===== src/sv/imconv_pkg.sv =====
// ----------------------------------------------------------------------------
// imconv_pkg
// Shared types, constants and helpers of the 3x3 clamped convolution block.
// ----------------------------------------------------------------------------
package imconv_pkg;

    localparam int MAX_WIDTH  = 1024;
    localparam int MAX_HEIGHT = 4096;
    localparam int LINE_ROWS  = 3;
    localparam int COL_W      = $clog2(MAX_WIDTH);
    localparam int ROW_W      = $clog2(MAX_HEIGHT);
    localparam int WID_W      = COL_W + 1;
    localparam int HGT_W      = ROW_W + 1;
    localparam int CFG_IDX_W  = 3;
    localparam int CFG_DATA_W = 24;
    localparam int VALUE_W    = 28;
    localparam int ACC_W      = 20;
    localparam int PROD_W     = 38;

    // configuration register indexes
    localparam logic [CFG_IDX_W-1:0] CFG_COEF_ROW_0  = 3'd0;
    localparam logic [CFG_IDX_W-1:0] CFG_COEF_ROW_1  = 3'd1;
    localparam logic [CFG_IDX_W-1:0] CFG_COEF_ROW_2  = 3'd2;
    localparam logic [CFG_IDX_W-1:0] CFG_INV_DIVISOR = 3'd3;
    localparam logic [CFG_IDX_W-1:0] CFG_BIAS        = 3'd4;
    localparam logic [CFG_IDX_W-1:0] CFG_IMAGE_WIDTH = 3'd5;
    localparam logic [CFG_IDX_W-1:0] CFG_IMAGE_HGT   = 3'd6;

    // effective (range-limited) configuration
    typedef struct packed {
        logic [2:0][23:0]   coef_row;
        logic [16:0]        inv;
        logic signed [15:0] bias;
        logic [WID_W-1:0]   width;
        logic [HGT_W-1:0]   height;
    } cfg_t;

    // one queued job for the back end
    typedef struct packed {
        logic                  emit;
        logic                  write;
        logic [1:0]            wr_slot;
        logic [COL_W-1:0]      wr_col;
        logic [7:0]            pixel;
        logic [2:0][1:0]       rd_slot;
        logic [2:0][COL_W-1:0] rd_col;
        logic [2:0][2:0]       fwd;
        logic [COL_W-1:0]      out_x;
        logic [ROW_W-1:0]      out_y;
        logic                  last;
    } job_t;

    // row mod 3: base-4 digits sum keeps the residue
    function automatic logic [1:0] mod3(input logic [ROW_W-1:0] v);
        logic [4:0] s;
        logic [2:0] s2;
        logic [2:0] s3;
        s = '0;
        for (int i = 0; i < ROW_W / 2; i++)
        begin
            s = s + {3'd0, v[2*i +: 2]};
        end
        s2 = {1'b0, s[1:0]} + {1'b0, s[3:2]} + {2'd0, s[4]};
        s3 = {1'b0, s2[1:0]} + {2'd0, s2[2]};
        if (s3 >= 3'd3)
        begin
            s3 = s3 - 3'd3;
        end
        return s3[1:0];
    endfunction

endpackage


===== src/sv/imconv_queue.sv =====
// ----------------------------------------------------------------------------
// imconv_queue
// Two-entry job queue between the front and back ends.
// ----------------------------------------------------------------------------
module imconv_queue (
    input  logic              clk,
    input  logic              rst_n,
    input  logic              push,
    input  imconv_pkg::job_t  push_data,
    output logic              full,
    input  logic              pop,
    output logic              valid,
    output imconv_pkg::job_t  head
);

    imconv_pkg::job_t slot_reg [2];
    logic       wr_ptr_reg;
    logic       rd_ptr_reg;
    logic [1:0] count_reg;

    assign full  = (count_reg == 2'd2);
    assign valid = (count_reg != 2'd0);
    assign head  = slot_reg[rd_ptr_reg];

    always_ff @(posedge clk)
    begin
        if (push)
        begin
            slot_reg[wr_ptr_reg] <= push_data;
        end
    end

    always_ff @(posedge clk or negedge rst_n)
    begin
        if (!rst_n)
        begin
            wr_ptr_reg <= 1'b0;
            rd_ptr_reg <= 1'b0;
            count_reg  <= 2'd0;
        end
        else
        begin
            if (push)
            begin
                wr_ptr_reg <= ~wr_ptr_reg;
            end
            if (pop)
            begin
                rd_ptr_reg <= ~rd_ptr_reg;
            end
            if (push && !pop)
            begin
                count_reg <= count_reg + 2'd1;
            end
            else if (pop && !push)
            begin
                count_reg <= count_reg - 2'd1;
            end
        end
    end

endmodule


===== config.mk =====
export PLATFORM = sky130hd
export DESIGN_NAME = imconv_queue
export DESIGN_NICKNAME = d
export VERILOG_FILES = /design/src/sv/imconv_pkg.sv /design/src/sv/imconv_queue.sv
export SDC_FILE = /design/constraint.sdc
export NUM_CORES = 1
export LEC_CHECK = 0
export BUFFER_PORTS_ARGS = -buffer_cell sky130_fd_sc_hd__buf_2
export CAP_MARGIN = 15
export CORE_ASPECT_RATIO = 1.2
export CORE_MARGIN = 1.5
export CORE_UTILIZATION = 52
export CTS_BUF_LIST = sky130_fd_sc_hd__clkbuf_4 sky130_fd_sc_hd__clkbuf_8 sky130_fd_sc_hd__clkbuf_16
export DETAILED_ROUTE_END_ITERATION = 12
export PLACE_DENSITY = 0.78
export RECOVER_POWER = 50
export SLEW_MARGIN = 10
export SYNTH_ARGS = -nofsm -noshare
export SYNTH_HDL_FRONTEND = slang
export SYNTH_SLANG_ARGS = --single-unit
export TNS_END_PERCENT = 30

===== constraint.sdc =====
create_clock -name clk -period 6.1 [get_ports clk]
set_input_delay 0.915 -clock clk [delete_from_list [all_inputs] [get_ports clk]]
set_output_delay 0.915 -clock clk [all_outputs]
set_load 0.01 [all_outputs]

# After elaboration in Yosys (flattened, before gate mapping)
# Memories as Yosys holds them, arrays and structs flattened.
# Index checks and enable logic that the tools add are counted.
# Widths: inputs -> output; s select.
dict set report totals {
  regBits 4
  ram_bits 180
  input_bits 94
  out_inout_bits 92
  wordCells 19
  mem_count 1
}
# memory depth word_bits read_ports rd_ports_with_merged_regs wr line_no
set memory_table {}
lappend memory_table {slot_reg 2 90 1 0 1 imconv_queue.sv:16} ;# imconv_pkg::job_t slot_reg [2];
dict set report op_classes {
  n_addsub 2
  n_eq_ne 1
  n_mux 4
  n_bitwise 2
  reduce_logical 6
}
# operator count
set ops {}
lappend ops {{$mux 2} 2}
lappend ops {{$reduce_bool 2->1} 2}
lappend ops {{$add 2x1->2 const B} 1}
lappend ops {{$eq 2x2->1 const B} 1}
lappend ops {{$logic_and 1x1->1} 2}
lappend ops {{$logic_not 1->1} 2}
lappend ops {{$mux 1} 2}
lappend ops {{$not 1->1} 2}
lappend ops {{$sub 2x1->2 const B} 1}

# Depth between registers and ports, before layout
dict set report logic_depth {
  ltp_word 4
  ltp_mapped 5
  ltp_nobuf 5
}

# Worst setup path before layout
# OpenSTA, ideal clock, no wires.
dict set report synth_timing {
  path_kind {in2reg}
  start {input push}
  end {memory slot_reg[0][0] in the netlist's numbering (enable)}
  setup_ns 0.550
  t_arrival_ns 4.840
  required_ns 5.550
  setup_slack_ns 0.710
  path_stages 1
  path_buffers 0
  path_cell_list {nor2b_1}
}
dict set report synth_via {
  elab_chain_len 2
}
# item line_no
set synth_rtl {}
lappend synth_rtl {{start: declaration} imconv_queue.sv:8} ;# input logic push,
lappend synth_rtl {{$mux 1} imconv_queue.sv:27} ;# if (push)
lappend synth_rtl {{$mux 1 (implied by the code)} imconv_queue.sv:29} ;# slot_reg[wr_ptr_reg] <= push_data;
lappend synth_rtl {{end: declaration} imconv_queue.sv:16}
# Every way passes these cells.

# Final worst setup path
dict set report layout_timing {
  start {input push}
  end {memory slot_reg[1][7] in the netlist's numbering (enable)}
}
# Same word-level chain as after synthesis.

==> metrics.yaml <==
timing:
  slew_violations: 40
  tightest_slew_ns: 2.586
  setup_viol: 0
  finalHoldViolations: 0
  maxSlewHeadroom_pct: -72.50
  rsz0062_at_grt: "no"
  finalCriticalPeriod_ns: 3.819
  finalCritPeriodShare_pct: 62.61
  clock_skew_ns: 0.008421
  final.setup.tns_ns: 0
  max_freq_mhz: 261.8
drt:
  wl_per_cell_um: 17.17
  vias_per_cell: 5.036
  ant_nets: 0
  drtIter0Drc: 166
  route.detailed.drc: 0
  drtPass1Iterations: 4
  vias: 3379
  drt-total-wl_um: 11520
cts:
  holdBufCountCts: 0
  clock-sinks: 184
  cts_tree: "yes"
  clk_latency_ns: 0.41
  cts_max_level: 4
  postCtsSetupBuffers: 0
  ctsResizeCount: 0
  root_buffer: "clkbuf_16"
  cts_buffers: 17
  path_clk_slew_ns: 0.06
  cts_buffer_depth: 2
pwr:
  clockPowerShare_pct: 27.5
  p_switching_mw: 1.074
  swShare_pct: 27.84
  power_density_nw_per_um2: 464.5
  peakVddDrop_mv: 0.2698
  p_comb_share_pct: 26.4
  leakagePower_nw: 3.016
  p_int_mw: 2.784
  pwr-share-seq_pct: 46.0
floorplan:
  fp.dieH_um: 127.7
  initial_core_util_pct: 53.22
  core_area_sq_um: 12670
  die_area_sq_um: 13660
  rows: 45
  die_w_um: 107.0
  boundaryPins: 186
grt:
  first_global_vias: 3500
  grt_overflow: 0
  grt_max_degree: 68
  antenna_found_initial: 0
  grt_pass1_wl_um: 17490
  grt.total_usage_pct: 17.37
setup_path:
  cp-start-kind: "input port"
  cp.depth: 3
  arrival_ns: 3.87
  reg2reg_depth: 2
  crit_buf_inv: 2
  end_kind: "flop"
  r2r-start: "wr_ptr_reg"
  slowest_stage: "and2_0"
  crit_family: "simple AND/OR/NAND/NOR gates"
  path_class: "input port to flop"
  startpoint: "push"
  critPathMaxStageDelay_ns: 1.91
  cp-endpoint: "slot_reg[1][7]"
  timing.rr.end: "slot_reg[1][7]"
  r2r_slack_ns: 2.57
  crit_chain: "clkbuf_1 > and2_0 > buf_4"
  required_ns: 6.15
  worst-path-max-fanout: 52
cells_and_area:
  area_delta_synth_final_pct: 23.16
  nNetsFinal: 589
  largest_reg_flops: 180
  n_antenna_cell: 0
  design_area_sq_um: 8304
  drive_above_1_share_pct: 50.89
synth:
  synth_flop_cell: "edfxtp_1"
  ys_warn_count: 0
  async_reset_ff_share_pct: 2.174
  yosys.area.top_type: "edfxtp_1"
  ys_seq_area_share_pct: 81.65
  synthDistinctLibCells: 13
  syn_area_per_cell_sq_um: 22.78
  synth_edf_count: 180
  yosys-top-cells-count: "180 x edfxtp_1, 90 x mux2_2, 9 x clkbuf_8"
  yosys-top-cells-area: "edfxtp_1 80%, mux2_2 15%, clkbuf_8 1.8%, dfrtp_1 1.5%, xor2_1 0.52%"
  ys_ff_latch: 184
  synth.most_common_cell: "edfxtp_1"
  synth_cells: 296
  synth.top_cell.area_share_pct: 80.16
  synth_fp_nets: 391
  syn_area_sq_um: 6743
min_path:
  min_path_type: "input port to async pin"
placed_design:
  port_buffers: 185
  dp_hpwl_um: 7442
  place_area_sq_um: 7775
  place.gp.congestion: 0.7189
status:
  status: "finished, violations left"
  violations: "max-capacitance violations, max-slew violations"
job:
  cap_viol_max_count: 1
## logic make-up (layout without fill, tap and decap cells)
family,after synthesis,in the layout,share of synthesized area [%]
buffers and inverters,11,222,2.060
XOR/XNOR,5,5,0.6494
flip-flops,184,184,81.65
AND/OR/NAND/NOR,5,5,0.4268
multiplexers,90,90,15.03
adder cells (fa/ha/maj),1,1,0.1855
## layout make-up
type	count	area, sq um
sequential	184	5509
multi-input combinational	101	1099
inverter	1	3.754
timing repair buffer	189	902.1
fill	935	4364
clock inverter	13	145.1
clock buffer	19	440.4
tap	164	205.2
## per-stage QoR
step / utilization (%) / setup slack (ns) / power (mW) / hold WS, ns / instances
final: 65.55 / 2.281 / 3.858 / 0.3232 / 671
after global routing: 65.55 / 1.867 / 4.044 / 0.3234 / 671
after CTS: 66.00 / 2.703 / 3.906 / 0.2778 / 670
after detailed placement: 61.37 / 2.944 / 2.839 / 0.4978 / 638
after floorplan: - / 0.7099 / 2.517 / 0.4474 / 296
after global placement: 61.37 / 2.971 / 2.810 / 0.4680 / 638
## layer usage
layer / vias to the layer above / wire (um) / share of wire [%] / GRT usage [%]
li1: 1569 / - / - / -
met5: - / 0 / 0 / 0
met4: 0 / 194 / 1.7 / 7.216
met2: 107 / 6068 / 53 / 29.68
met3: 17 / 701 / 6.1 / 5.643
met1: 1686 / 4554 / 40 / 20.24
## how the worst min path moves through the flow
stage	slack [ns]	cells past startpoint	end	from
after floorplan	0.45	1	count_reg[1]	count_reg[1]
after global placement	0.47	1	count_reg[1]	count_reg[1]
after detailed placement	0.50	1	count_reg[1]	count_reg[1]
after CTS	0.28	1	wr_ptr_reg	rst_n
after global routing	0.32	1	wr_ptr_reg	rst_n
final	0.32	1	wr_ptr_reg	rst_n
## power groups by stage
stage | logic [mW] | clock network (mW) | registers (mW)
after detailed placement | 1.04 | 0 | 1.80
after global placement | 1.03 | 0 | 1.78
after global routing | 1.11 | 1.14 | 1.80
final | 1.02 | 1.06 | 1.77
after CTS | 1.04 | 1.09 | 1.78
after floorplan | 0.746 | 0 | 1.77
## cell usage in the layout (no fill, tap or decap)
cell type   netlist  final
or2_2             1      1
buf_4             0      3
clkbuf_1          0     53
dfrtp_4           0      1
nor2b_1           2      2
clkinv_4          0      3
buf_12            0      1
clkinv_1          0      2
xnor2_1           1      1
dfrtp_1           4      3
inv_1             1      1
mux2_2           90     90
bufinv_16         0      2
clkbuf_4          0      2
and2_0            0      1
ha_1              1      1
xor2_1            4      4
clkbuf_16         0     17
inv_6             0      2
buf_2             0    132
nor2_1            1      1
clkinvlp_4        0      3
edfxtp_1        180    180
inv_8             0      1
Power figures use the tool's default switching activity.
