## src/sv/imconv_pkg.sv

```systemverilog
// ----------------------------------------------------------------------------
// imconv_pkg
// Shared types, constants and helpers of the 3x3 clamped convolution block.
// ----------------------------------------------------------------------------
package imconv_pkg;

    localparam int MAX_WIDTH  = 1024;
    localparam int MAX_HEIGHT = 4096;
    localparam int LINE_ROWS  = 3;
    localparam int COL_W      = $clog2(MAX_WIDTH);
    localparam int ROW_W      = $clog2(MAX_HEIGHT);
    localparam int WID_W      = COL_W + 1;
    localparam int HGT_W      = ROW_W + 1;
    localparam int CFG_IDX_W  = 3;
    localparam int CFG_DATA_W = 24;
    localparam int VALUE_W    = 28;
    localparam int ACC_W      = 20;
    localparam int PROD_W     = 38;

    // configuration register indexes
    localparam logic [CFG_IDX_W-1:0] CFG_COEF_ROW_0  = 3'd0;
    localparam logic [CFG_IDX_W-1:0] CFG_COEF_ROW_1  = 3'd1;
    localparam logic [CFG_IDX_W-1:0] CFG_COEF_ROW_2  = 3'd2;
    localparam logic [CFG_IDX_W-1:0] CFG_INV_DIVISOR = 3'd3;
    localparam logic [CFG_IDX_W-1:0] CFG_BIAS        = 3'd4;
    localparam logic [CFG_IDX_W-1:0] CFG_IMAGE_WIDTH = 3'd5;
    localparam logic [CFG_IDX_W-1:0] CFG_IMAGE_HGT   = 3'd6;

    // effective (range-limited) configuration
    typedef struct packed {
        logic [2:0][23:0]   coef_row;
        logic [16:0]        inv;
        logic signed [15:0] bias;
        logic [WID_W-1:0]   width;
        logic [HGT_W-1:0]   height;
    } cfg_t;

    // one queued job for the back end
    typedef struct packed {
        logic                  emit;
        logic                  write;
        logic [1:0]            wr_slot;
        logic [COL_W-1:0]      wr_col;
        logic [7:0]            pixel;
        logic [2:0][1:0]       rd_slot;
        logic [2:0][COL_W-1:0] rd_col;
        logic [2:0][2:0]       fwd;
        logic [COL_W-1:0]      out_x;
        logic [ROW_W-1:0]      out_y;
        logic                  last;
    } job_t;

    // row mod 3: base-4 digits sum keeps the residue
    function automatic logic [1:0] mod3(input logic [ROW_W-1:0] v);
        logic [4:0] s;
        logic [2:0] s2;
        logic [2:0] s3;
        s = '0;
        for (int i = 0; i < ROW_W / 2; i++)
        begin
            s = s + {3'd0, v[2*i +: 2]};
        end
        s2 = {1'b0, s[1:0]} + {1'b0, s[3:2]} + {2'd0, s[4]};
        s3 = {1'b0, s2[1:0]} + {2'd0, s2[2]};
        if (s3 >= 3'd3)
        begin
            s3 = s3 - 3'd3;
        end
        return s3[1:0];
    endfunction

endpackage

```

## src/sv/imconv_stream_if.sv

```systemverilog
// ----------------------------------------------------------------------------
// imconv_stream_if
// Valid/ready channels: pixel input and filtered result output.
// ----------------------------------------------------------------------------
interface imconv_pix_if;
    logic       valid;
    logic       ready;
    logic       action;
    logic [7:0] pixel;
    modport source (output valid, action, pixel, input ready);
    modport sink   (input valid, action, pixel, output ready);
endinterface


```

## src/sv/imconv_front.sv

```systemverilog
// ----------------------------------------------------------------------------
// imconv_front
// Accepts pixels and drains, tracks frame positions, decides on outputs and
// builds window addresses for the back end.
// ----------------------------------------------------------------------------
module imconv_front (
    input  logic              clk,
    input  logic              rst_n,
    input  imconv_pkg::cfg_t  cfg,
    imconv_pix_if.sink        pix_in,
    input  logic              q_full,
    output logic              q_push,
    output imconv_pkg::job_t  q_data
);

    typedef enum logic [1:0] {F_IDLE, F_MUL, F_DEC} fstate_t;

    localparam int CW = imconv_pkg::COL_W;
    localparam int RW = imconv_pkg::ROW_W;
    localparam int WW = imconv_pkg::WID_W;
    localparam int HW = imconv_pkg::HGT_W;

    fstate_t       state_reg;
    logic [CW-1:0] in_col_reg;
    logic [RW-1:0] in_row_reg;
    logic [CW-1:0] out_col_reg;
    logic [RW-1:0] out_row_reg;
    logic          fid_reg;
    logic [CW-1:0] cx_reg;
    logic [RW-1:0] cy_reg;
    logic [7:0]    pix_reg;
    logic [23:0]   prod_reg;

    logic          accept;
    logic [CW-1:0] wm1;
    logic [RW-1:0] hm1;
    logic [CW-1:0] ox;
    logic [RW-1:0] oy;
    logic [2:0][CW-1:0] sx;
    logic [2:0][RW-1:0] sy;
    logic [WW-1:0] oc1;
    logic [CW-1:0] ncol;
    logic [HW-1:0] nrow;
    logic          last;
    logic [24:0]   target;
    logic [24:0]   lhs;
    logic          emit_ok;
    logic [CW-1:0] base_in_col;
    logic [RW-1:0] base_in_row;
    logic [WW-1:0] ic1;
    logic [HW-1:0] ir1;

    assign pix_in.ready = (state_reg == F_IDLE) && !q_full;
    assign accept       = pix_in.valid && pix_in.ready;

    always_comb
    begin
        wm1 = CW'(cfg.width - WW'(1));
        hm1 = RW'(cfg.height - HW'(1));
        ox  = ({1'b0, out_col_reg} >= cfg.width)  ? wm1 : out_col_reg;
        oy  = ({1'b0, out_row_reg} >= cfg.height) ? hm1 : out_row_reg;

        sx[0] = (ox == '0) ? '0 : ox - CW'(1);
        sx[1] = ox;
        sx[2] = (({1'b0, ox} + WW'(1)) >= cfg.width) ? wm1 : ox + CW'(1);
        sy[0] = (oy == '0) ? '0 : oy - RW'(1);
        sy[1] = oy;
        sy[2] = (({1'b0, oy} + HW'(1)) >= cfg.height) ? hm1 : oy + RW'(1);

        // next output position after this one leaves
        oc1 = {1'b0, out_col_reg} + WW'(1);
        if (oc1 >= cfg.width)
        begin
            ncol = '0;
            nrow = {1'b0, out_row_reg} + HW'(1);
        end
        else
        begin
            ncol = oc1[CW-1:0];
            nrow = {1'b0, out_row_reg};
        end
        last = (nrow >= cfg.height);
        if (last)
        begin
            ncol = '0;
            nrow = '0;
        end

        // output n leaves once input n + width + 1 is here
        target  = 25'({12'd0, out_row_reg} * {13'd0, cfg.width})
                + 25'(out_col_reg) + 25'(cfg.width) + 25'd1;
        lhs     = 25'(prod_reg) + 25'(cx_reg);
        emit_ok = ({1'b0, out_row_reg} < cfg.height) && (lhs >= target);

        base_in_col = fid_reg ? '0 : in_col_reg;
        base_in_row = fid_reg ? '0 : in_row_reg;
        ic1 = {1'b0, cx_reg} + WW'(1);
        ir1 = {1'b0, cy_reg} + HW'(1);

        q_push = (state_reg == F_DEC)
              || ((state_reg == F_IDLE) && accept && pix_in.action && fid_reg);

        q_data.emit    = (state_reg == F_DEC) ? emit_ok : 1'b1;
        q_data.write   = (state_reg == F_DEC);
        q_data.wr_slot = imconv_pkg::mod3(cy_reg);
        q_data.wr_col  = cx_reg;
        q_data.pixel   = pix_reg;
        for (int ky = 0; ky < 3; ky++)
        begin
            q_data.rd_slot[ky] = imconv_pkg::mod3(sy[ky]);
            q_data.rd_col[ky]  = sx[ky];
            for (int kx = 0; kx < 3; kx++)
            begin
                q_data.fwd[ky][kx] = (state_reg == F_DEC)
                                  && (sx[kx] == cx_reg) && (sy[ky] == cy_reg);
            end
        end
        q_data.out_x = out_col_reg;
        q_data.out_y = out_row_reg;
        q_data.last  = last;
    end

    always_ff @(posedge clk or negedge rst_n)
    begin
        if (!rst_n)
        begin
            state_reg   <= F_IDLE;
            in_col_reg  <= '0;
            in_row_reg  <= '0;
            out_col_reg <= '0;
            out_row_reg <= '0;
            fid_reg     <= 1'b0;
            cx_reg      <= '0;
            cy_reg      <= '0;
            pix_reg     <= '0;
            prod_reg    <= '0;
        end
        else
        begin
            case (state_reg)
                F_IDLE:
                begin
                    if (accept)
                    begin
                        if (pix_in.action)
                        begin
                            if (fid_reg)
                            begin
                                out_col_reg <= ncol;
                                out_row_reg <= nrow[RW-1:0];
                                if (last)
                                begin
                                    fid_reg <= 1'b0;
                                end
                            end
                        end
                        else
                        begin
                            // a pixel after the frame's end starts a new frame
                            if (fid_reg)
                            begin
                                out_col_reg <= '0;
                                out_row_reg <= '0;
                            end
                            fid_reg <= 1'b0;
                            cx_reg  <= ({1'b0, base_in_col} >= cfg.width)
                                     ? wm1 : base_in_col;
                            cy_reg  <= ({1'b0, base_in_row} >= cfg.height)
                                     ? hm1 : base_in_row;
                            pix_reg   <= pix_in.pixel;
                            state_reg <= F_MUL;
                        end
                    end
                end
                F_MUL:
                begin
                    prod_reg  <= 24'({12'd0, cy_reg} * {13'd0, cfg.width});
                    state_reg <= F_DEC;
                end
                F_DEC:
                begin
                    if (emit_ok)
                    begin
                        out_col_reg <= ncol;
                        out_row_reg <= nrow[RW-1:0];
                        if (last)
                        begin
                            fid_reg <= 1'b0;
                        end
                    end
                    if (ic1 >= cfg.width)
                    begin
                        in_col_reg <= '0;
                        if (ir1 >= cfg.height)
                        begin
                            in_row_reg <= '0;
                            fid_reg    <= 1'b1;
                        end
                        else
                        begin
                            in_row_reg <= ir1[RW-1:0];
                        end
                    end
                    else
                    begin
                        in_col_reg <= ic1[CW-1:0];
                        in_row_reg <= cy_reg;
                    end
                    state_reg <= F_IDLE;
                end
                default:
                begin
                    state_reg <= F_IDLE;
                end
            endcase
        end
    end

endmodule

```

## src/flat_wrapper.sv

```systemverilog
// flat-port wrapper written by rule: the top's interface ports become plain ports
module imconv_front_flat 
  (clk, rst_n, cfg, q_full, q_push, q_data, pix_in_valid, pix_in_action, pix_in_pixel, pix_in_ready);
  imconv_pix_if pix_in_i ();
  input  logic clk;
  input  logic rst_n;
  input  imconv_pkg::cfg_t cfg;
  input  logic q_full;
  output logic q_push;
  output imconv_pkg::job_t q_data;
  input wire logic [$bits(pix_in_i.valid)-1:0] pix_in_valid;
  input wire logic [$bits(pix_in_i.action)-1:0] pix_in_action;
  input wire logic [$bits(pix_in_i.pixel)-1:0] pix_in_pixel;
  output wire logic [$bits(pix_in_i.ready)-1:0] pix_in_ready;
  assign pix_in_i.valid = pix_in_valid;
  assign pix_in_i.action = pix_in_action;
  assign pix_in_i.pixel = pix_in_pixel;
  assign pix_in_ready = pix_in_i.ready;
  imconv_front u_core (.clk(clk), .rst_n(rst_n), .cfg(cfg), .pix_in(pix_in_i), .q_full(q_full), .q_push(q_push), .q_data(q_data));
endmodule
```

## config.mk

```make
export PLATFORM = sky130hd
export DESIGN_NAME = imconv_front_flat
export DESIGN_NICKNAME = d
export VERILOG_FILES = /design/src/sv/imconv_pkg.sv /design/src/sv/imconv_stream_if.sv /design/src/sv/imconv_front.sv /design/src/flat_wrapper.sv
export SDC_FILE = /design/constraint.sdc
export NUM_CORES = 1
export LEC_CHECK = 0
export ABC_AREA = 0
export BUFFER_PORTS_ARGS = -buffer_cell sky130_fd_sc_hd__buf_2
export CELL_PAD_IN_SITES_DETAIL_PLACEMENT = 0
export CELL_PAD_IN_SITES_GLOBAL_PLACEMENT = 1
export CORE_MARGIN = 2
export CORE_UTILIZATION = 50
export CTS_CLUSTER_SIZE = 8
export DETAILED_ROUTE_END_ITERATION = 16
export PLACE_DENSITY_LB_ADDON = 0.1
export SYNTH_ARGS = -nofsm -noshare
export SYNTH_HDL_FRONTEND = slang
export SYNTH_SLANG_ARGS = --single-unit
export TNS_END_PERCENT = 100
```

## constraint.sdc

```tcl
create_clock -name clk -period 30.7 [get_ports clk]
set_input_delay 6.14 -clock clk [delete_from_list [all_inputs] [get_ports clk]]
set_output_delay 6.14 -clock clk [all_outputs]
set_load 0.05 [all_outputs]
```

* After elaboration in Yosys (flattened, before gate mapping)
Cells that the tools add are included.
** Operators by class
- $mul :: 2
- Bitwise operators :: 1
- Magnitude comparators :: 16
- Reduce and logical (&&, ||, !) cells :: 28
- Equality and inequality tests :: 12
- Multiplexer cells :: 46
- $add $sub $neg :: 52
** Operators by type and width (number)
- 12-bit 2-to-1 mux :: 13
- 10-bit 2-to-1 mux :: 13
- 5-bit by 2-bit adder with 5-bit output :: 16
- 23-bit by 10-bit adder with 24-bit output :: 2
- 12-bit by 11-bit multiplier with 23-bit output :: 2
- 12-bit by 1-bit adder with 13-bit output, second input constant :: 3
- 13-bit >= comparator :: 3
- 12-bit == test :: 3
- 10-bit by 1-bit adder with 11-bit output, second input constant :: 3
- 11-bit >= comparator :: 3
- 10-bit == test :: 3
- 12-bit by 13-bit >= comparator with 1-bit output :: 2
- 24-bit by 11-bit adder with 25-bit output :: 1
- 25-bit by 1-bit adder with 25-bit output, second input constant :: 1
- 25-bit >= comparator :: 1
- 2-bit by 2-bit adder with 3-bit output :: 8
- 12-bit case mux with 2 select lines :: 1
- 12-bit by 1-bit subtractor with 12-bit output, second input constant :: 2
- 10-bit by 11-bit >= comparator with 1-bit output :: 2
- 10-bit case mux with 2 select lines :: 1
- 10-bit by 1-bit subtractor with 10-bit output, second input constant :: 2
- 1-bit logical AND :: 18
- 12-bit by 13-bit less-than comparator with 1-bit output :: 1
- 13-bit 2-to-1 mux :: 1
- other kinds (24) :: 52
** Storage, ports and cells
- Output and inout port bits :: 92
- Flip-flop bits (word level) :: 100
- Bits of input ports :: 142
- Word-level logic and storage cells :: 167

* Depth between registers and ports, before layout
Gate-level depths: netlist of the first run.
- Word-level depth :: 15
- Mapped depth :: 41
- Depth with buffers taken out :: 35

* Worst setup path after synthesis of the first run
Ideal clock, no wire load.
- Kind :: input -> output
- Start :: input cfg[9] (netlist bit)
- End :: output q_data[66] (netlist bit)
- Setup slack :: 8.503 ns
- Stages :: 41
- Path buffers :: 7
- Data required time :: 24.560 ns
- Arrival :: 16.057 ns
- Cells stage by stage :: clkbuf_1 inv_1 ha_1 nand4b_2 a211oi_1 nor3_2 nand2_1 buf_4 buf_2 buf_2 nor2_1 a21oi_1 ha_1 clkbuf_1 nand3_1 o31ai_1 xor2_1 ha_1 (+5 left out) buf_2 nand3_1 o221ai_1 ha_1 inv_1 fa_1 fa_1 fa_1 inv_1 fa_1 a21o_1 nand2_1 fa_1 inv_1 fa_1 ha_1 fa_1 xor2_1
** RTL lines
- start, declared :: line flat_wrapper.sv:7 : input imconv_pkg::cfg_t cfg;
- end, declared :: line flat_wrapper.sv:10 : output imconv_pkg::job_t q_data;

==> flow_metrics.tcl, run 1 <==
set metrics [dict create \
    die-area_um2 48950 \
    required_ps 24560 \
    dpl.cell_count 3541 \
    p_per_area_nw_per_um2 116.8 \
    setup_viol 0 \
    die_y_um 221.2 \
    wirelength_um 78680 \
    cts.repair.resized 0 \
    drv_slew 0 \
    crit_top_cell "fa_1" \
    cts_root_buffer "clkbuf_16" \
    io_buffers 128 \
    cts_buffer_depth 2 \
    grt_max_degree 55 \
    io_pins 234 \
    nFillCells 4510 \
    cap_violations 0 \
    ys_ff_latch 100 \
    route.detailed.drc 0 \
    synth_top_area_share_pct 20.45 \
    synth_top_area_cell "fa_1" \
    hp-class "reg -> reg" \
    drt-pass1-iter-count 6 \
    vias_per_cell 5.942 \
    power_mw 2.929 \
    dpl.hpwl_um 60950 \
    antenna_found_initial 3 \
    grt_use_total_pct 32.27 \
    instances_no_fill 3558 \
    core_area_um2 46560 \
    critPathMaxFanout 47 \
    slowest_delay_ps 750 \
    vias 21140 \
    cp-start-kind "input port" \
    status "completed" \
    syn_to_final_growth_pct 6.284 \
    synth_edf_count 0 \
    fin_skew_ps 15.07 \
    ys_seq_area_share_pct 10.61 \
    period_minus_slack_ps 22880 \
    nNetsFinal 3646 \
    start_util_pct 50.68 \
    largest_reg_flops 23 \
    globalplace.congestion 0.9441 \
    path_class "in -> out" \
    arrival_ps 16740 \
    postSynthAreaPerCell_um2 8.117 \
    synth_warnings 0 \
    drt_iter0_markers 1587 \
    synthArstFlopShare_pct 100.0 \
    end_kind "output pin" \
    hold_viol 0 \
    synth_nets 3608 \
    hold_buffers 0 \
    clock.fmax_mhz 43.70 \
    grt_pass1_wl_um 122500 \
    cts_tree "built" \
    clk_latency_ps 420 \
    drive_gt1_share_pct 8.814 \
    crit_path_top_delay_cell "a21oi_1" \
    max_slew.worst_pin.slew_ps 969.5 \
    rsz0062_at_grt "no" \
    postCtsSetupBuffers 0 \
    timing.setup.tns_ps 0 \
    grt_pass1_vias 20800 \
    path_clk_slew_ps 80 \
    multi_input_comb_area_um2 19180 \
    area.sequential_um2 2502 \
    die_width_um 221.2 \
    ys.flop_type "dfrtp_1" \
    cts_htree_levels 3 \
    period_share_pct 74.53 \
    synth_area_um2 23600 \
    leakagePower_nw 12.99 \
    slew_headroom_pct 35.21 \
    postRouteAntennaNets 0 \
    grt-ovfl-total 0 \
    cts.sinks 100 \
    synth_area_leaders "fa_1 (20%), ha_1 (17%), dfrtp_1 (11%)" \
    num_rows 79 \
    fin_util_pct 53.87 \
    synthCells 2907 \
    yosysUniqueCellTypes 92 \
    peakVddDrop_mv 1.609 \
    wl_per_cell_um 22.11 \
    cts_buffers 9 \
]
[report_power, final]
group | switching (mW) | total, mW | leakage, nW | internal [mW]
Combinational | 1.66 | 2.57 | 11.6 | 0.914
Sequential | 0.0544 | 0.227 | 1.26 | 0.173
Clock | 0.0723 | 0.132 | 0.153 | 0.0593
Total | 1.78 | 2.93 | 13.0 | 1.15
[layout make-up]
cell class              instances  share of cell area, %
diodes                          1               0.009978
clock buffers                   9                 0.8980
clock inverters                 7                 0.3542
inverters                     352                  5.268
multi-input cells            2306                  76.46
flip-flops and latches        100                  9.978
well taps                     607                  3.028
repair buffers                176                  4.001
[Yosys cell counts, drive strengths merged (5+ instances only)]
cell / instances
o21ai: 158
o21a: 24
nand2: 366
fa: 241
a21oi: 108
or4: 6
a21boi: 8
o41ai: 8
nor3b: 8
or3: 10
nor3: 47
nand3: 74
nor4: 16
and4: 7
nand3b: 8
o22ai: 5
nand2b: 36
or2: 19
nor2b: 48
nand4: 27
a31oi: 22
inv: 342
ha: 318
dfrtp: 100
o221ai: 5
mux2: 12
o211ai: 9
and3: 35
a211o: 7
and2: 56
o31ai: 18
a21o: 33
clkinv: 10
a211oi: 18
clkbuf: 113
o32ai: 5
xor2: 79
mux2i: 37
nor2: 226
buf: 36
xnor2: 137
o31a: 12
[cell usage in the layout, fill, tap and decap left out, drive strengths merged, types with 9 or more instances in the layout]
cell type	synthesis	layout
a21o	33	33
mux2i	37	37
ha	318	318
clkinv	10	13
xor2	79	79
o21ai	158	158
o31ai	18	18
or2	19	19
buf	36	176
dfrtp	100	100
o211ai	9	9
nor4	16	16
a21oi	108	108
fa	241	241
inv	342	346
nand2b	36	36
and3	35	35
nor2b	48	48
a211oi	18	18
nand4	27	27
xnor2	137	137
o21a	24	24
nor3	47	47
mux2	12	12
o31a	12	12
or3	10	10
and2	56	56
a31oi	22	22
nand3	74	74
clkbuf	113	9
nand2	366	366
nor2	226	226
[path summary, 6_finish.rpt]
path | slack, ps | to | cells past startpoint | from
min in group asynchronous | 5790 | u_core.prod_reg[10] | 1 | rst_n
min reg2reg | 480 | u_core.in_col_reg[3] | 2 | u_core.in_col_reg[3]
max | 7820 | q_data[67] | 37 | cfg[3]
max reg2reg | 21310 | u_core.out_row_reg[7] | 32 | u_core.out_row_reg[1]
max in group asynchronous | 23640 | u_core.in_col_reg[9] | 2 | rst_n
min | 480 | u_core.in_col_reg[3] | 2 | u_core.in_col_reg[3]
[critical path, delay by kind of cell]
kind / cells / cell delay (ps)
mux: 1 / 280
simple gates: 4 / 480
xor+xnor: 1 / 270
buf+inv: 8 / 1440
fa+ha+maj: 12 / 4870
compound gates: 11 / 3200
[through the flow]
stage / cell area [um^2] / hold WS, ps / setup slack, ps
6_report: 25080 / 478.4 / 7819
5_1_grt: 25080 / 509.3 / 7419
2_1_floorplan: 23600 / 442.2 / 8503
4_1_cts: 25080 / 483.7 / 7965
3_3_place_gp: 24760 / 453.7 / 8037
3_5_place_dp: 24760 / 462.2 / 7984
[cell families after synthesis]
family / share of synthesized area [%]
simple gates: 20.23
fa+ha+maj: 37.31
buf+inv: 8.182
compound gates: 13.23
xor+xnor: 8.272
flops: 10.61
mux: 2.174
[per-layer routing]
| metal | vias up | GRT usage [%] | routed length (um) | share of wire (%) |
|---|---|---|---|---|
| li1 | 9725 | - | - | - |
| met1 | 10450 | 45.75 | 35000 | 44 |
| met2 | 833 | 50.69 | 35300 | 45 |
| met3 | 130 | 4.435 | 5738 | 7.3 |
| met4 | 2 | 10.78 | 2623 | 3.3 |
| met5 | - | 0 | 9 | 0.011 |
Note: power is estimated with default switching activity, not from simulation.
==> run 2: changes to the inputs <==
--- a/config.mk
+++ b/config.mk
@@ -10,7 +10,7 @@
 export CELL_PAD_IN_SITES_DETAIL_PLACEMENT = 0
 export CELL_PAD_IN_SITES_GLOBAL_PLACEMENT = 1
 export CORE_MARGIN = 2
-export CORE_UTILIZATION = 50
+export CORE_UTILIZATION = 42
 export CTS_CLUSTER_SIZE = 8
 export DETAILED_ROUTE_END_ITERATION = 16
 export PLACE_DENSITY_LB_ADDON = 0.1
==> constraint.sdc (replaced) <==
create_clock -name clk -period 20.6 [get_ports clk]
set_input_delay 4.12 -clock clk [delete_from_list [all_inputs] [get_ports clk]]
set_output_delay 4.12 -clock clk [all_outputs]
set_load 0.05 [all_outputs]
==> run 2 against run 1 <==
Compared with the run above:
- critical endpoint unchanged
- critical path type unchanged
- sequential cell count unchanged
- wire length up 5.5%
- combinational power is 46% higher
- utilization fell by 8.1 points
==> flow_metrics.tcl, run 2 (same netlist as run 1, synthesis figures left out) <==
set metrics [dict create \
    status "completed" \
    holdPathEnd "u_core.pix_reg[1]" \
    cp-start-kind "input port" \
    regToRegStartpoint "u_core.out_row_reg[0]" \
    globalplace.congestion 0.9450 \
    hp-class "reg -> reg" \
    crit_path_top_delay_cell "nand2_1" \
    grt_max_degree 56 \
    cts_htree_levels 3 \
    largest_reg_flops 23 \
    vias 21070 \
    p_per_area_nw_per_um2 169.9 \
    rr_endpoint "u_core.out_row_reg[10]" \
    clock.fmax_mhz 52.78 \
    layout_commonest_cell "nand2_1" \
    arrival_ps 14830 \
    postCtsSetupBuffers 0 \
    antenna_cells 0 \
    hold_depth 2 \
    fin_area_um2 25300 \
    core_area_um2 55310 \
    nNetsFinal 3652 \
    syn_to_final_growth_pct 7.233 \
    period_share_pct 91.97 \
    io_buffers 128 \
    timing.setup.tns_ps 0 \
    crit_top_cell "fa_1" \
    cts.sinks 100 \
    vias_per_cell 5.689 \
    die_width_um 241.0 \
    path_clk_slew_ps 100 \
    path_class "in -> out" \
    rr_worst_depth 34 \
    setup_viol 0 \
    grt-ovfl-total 0 \
    required_ps 16480 \
    rsz0062_at_grt "no" \
    period_minus_slack_ps 18950 \
    end_kind "output pin" \
    wl_per_cell_um 22.41 \
    route.detailed.drc 0 \
    fin_skew_ps 21.25 \
    r2r_slack_ps 11240 \
    drt-pass1-iter-count 5 \
    cts_tree "built" \
    num_rows 86 \
    drt_iter0_markers 1749 \
    holdCritStartpoint "u_core.pix_reg[1]" \
    die-area_um2 58090 \
    slew_headroom_pct 30.99 \
    start_util_pct 42.66 \
    cap_violations 0 \
    antenna_found_initial 3 \
    cts_buffers 9 \
    grt_pass1_vias 20700 \
    drive_gt1_share_pct 8.999 \
    grt_pass1_wl_um 126500 \
    hold_viol 0 \
    cts_root_buffer "clkbuf_16" \
    final_cell_mix "nand2_1 (364), inv_1 (337), ha_1 (318)" \
    wirelength_um 83000 \
    dpl.hpwl_um 63690 \
    leakagePower_nw 13.03 \
    cts.repair.resized 0 \
    cts_buffer_depth 2 \
    die_y_um 241.0 \
    drv_slew 0 \
    postRouteAntennaNets 0 \
    grt_use_total_pct 29.10 \
    clk_latency_ps 420 \
    io_pins 234 \
    post_dp_cell_area_um2 24980 \
    max_slew.worst_pin.slew_ps 1006 \
    hold_buffers 0 \
    peakVddDrop_mv 0.9584 \
    critPathMaxFanout 22 \
    slowest_delay_ps 670 \
]
==> run 2: worst max-delay path by stage <==
| stage | startpoint | endpoint | slack (ps) | depth (start not counted) |
|---|---|---|---|---|
| floorplan | cfg[9] | q_data[66] | 2440 | 41 |
| global placement | cfg[3] | q_data[67] | 1900 | 36 |
| detailed placement | cfg[3] | q_data[67] | 1780 | 36 |
| CTS | cfg[3] | q_data[67] | 1780 | 36 |
| global route | cfg[3] | q_data[67] | 1150 | 36 |
| finish | cfg[3] | q_data[67] | 1650 | 36 |
==> run 2: layout make-up <==
class                   instances  area [um^2]
flip-flops and latches        100         2502
well taps                     748        935.9
clock inverters                 7        93.84
inverters                     352         1321
clock buffers                   9        225.2
fillers                      5636        30010
repair buffers                182         1049
multi-input cells            2306        19180
==> run 2: per-stage QoR <==
step / power, mW / worst slack [ps] / hold WS, ps / util, % / cells
floorplan: 2.946 / 2443 / 442.2 / - / 2907
global placement: 4.044 / 1898 / 454.5 / 45.17 / 3688
detailed placement: 4.098 / 1780 / 463.2 / 45.17 / 3688
CTS: 4.333 / 1778 / 488.5 / 45.75 / 3704
global route: 4.704 / 1152 / 511.5 / 45.75 / 3704
finish: 4.299 / 1654 / 482.2 / 45.75 / 3704
==> run 2: worst max-delay path, delay by kind of cell <==
kind	cells	cell delay (ps)
AO/OA/AOI/OAI	11	3260
XOR/XNOR	1	230
adder cells (fa/ha/maj)	12	4770
buffers and inverters	7	1110
multiplexers	1	280
AND/OR/NAND/NOR	4	1010
==> run 2: where the power goes <==
part	switching (mW)	internal, mW
clock network	0.111	0.0881
registers	0.0778	0.257
logic	2.41	1.36
==> run 2: layer usage <==
layer  vias up  part of all wire [%]  track usage (%)  wire length, um
met3        93                   5.9            3.225             4920
met2       691                    45            46.69            37560
li1       9744                     -                -                -
met5         -                 0.014                0               12
met1     10540                    46            41.19            38060
met4         2                   3.0            8.717             2450
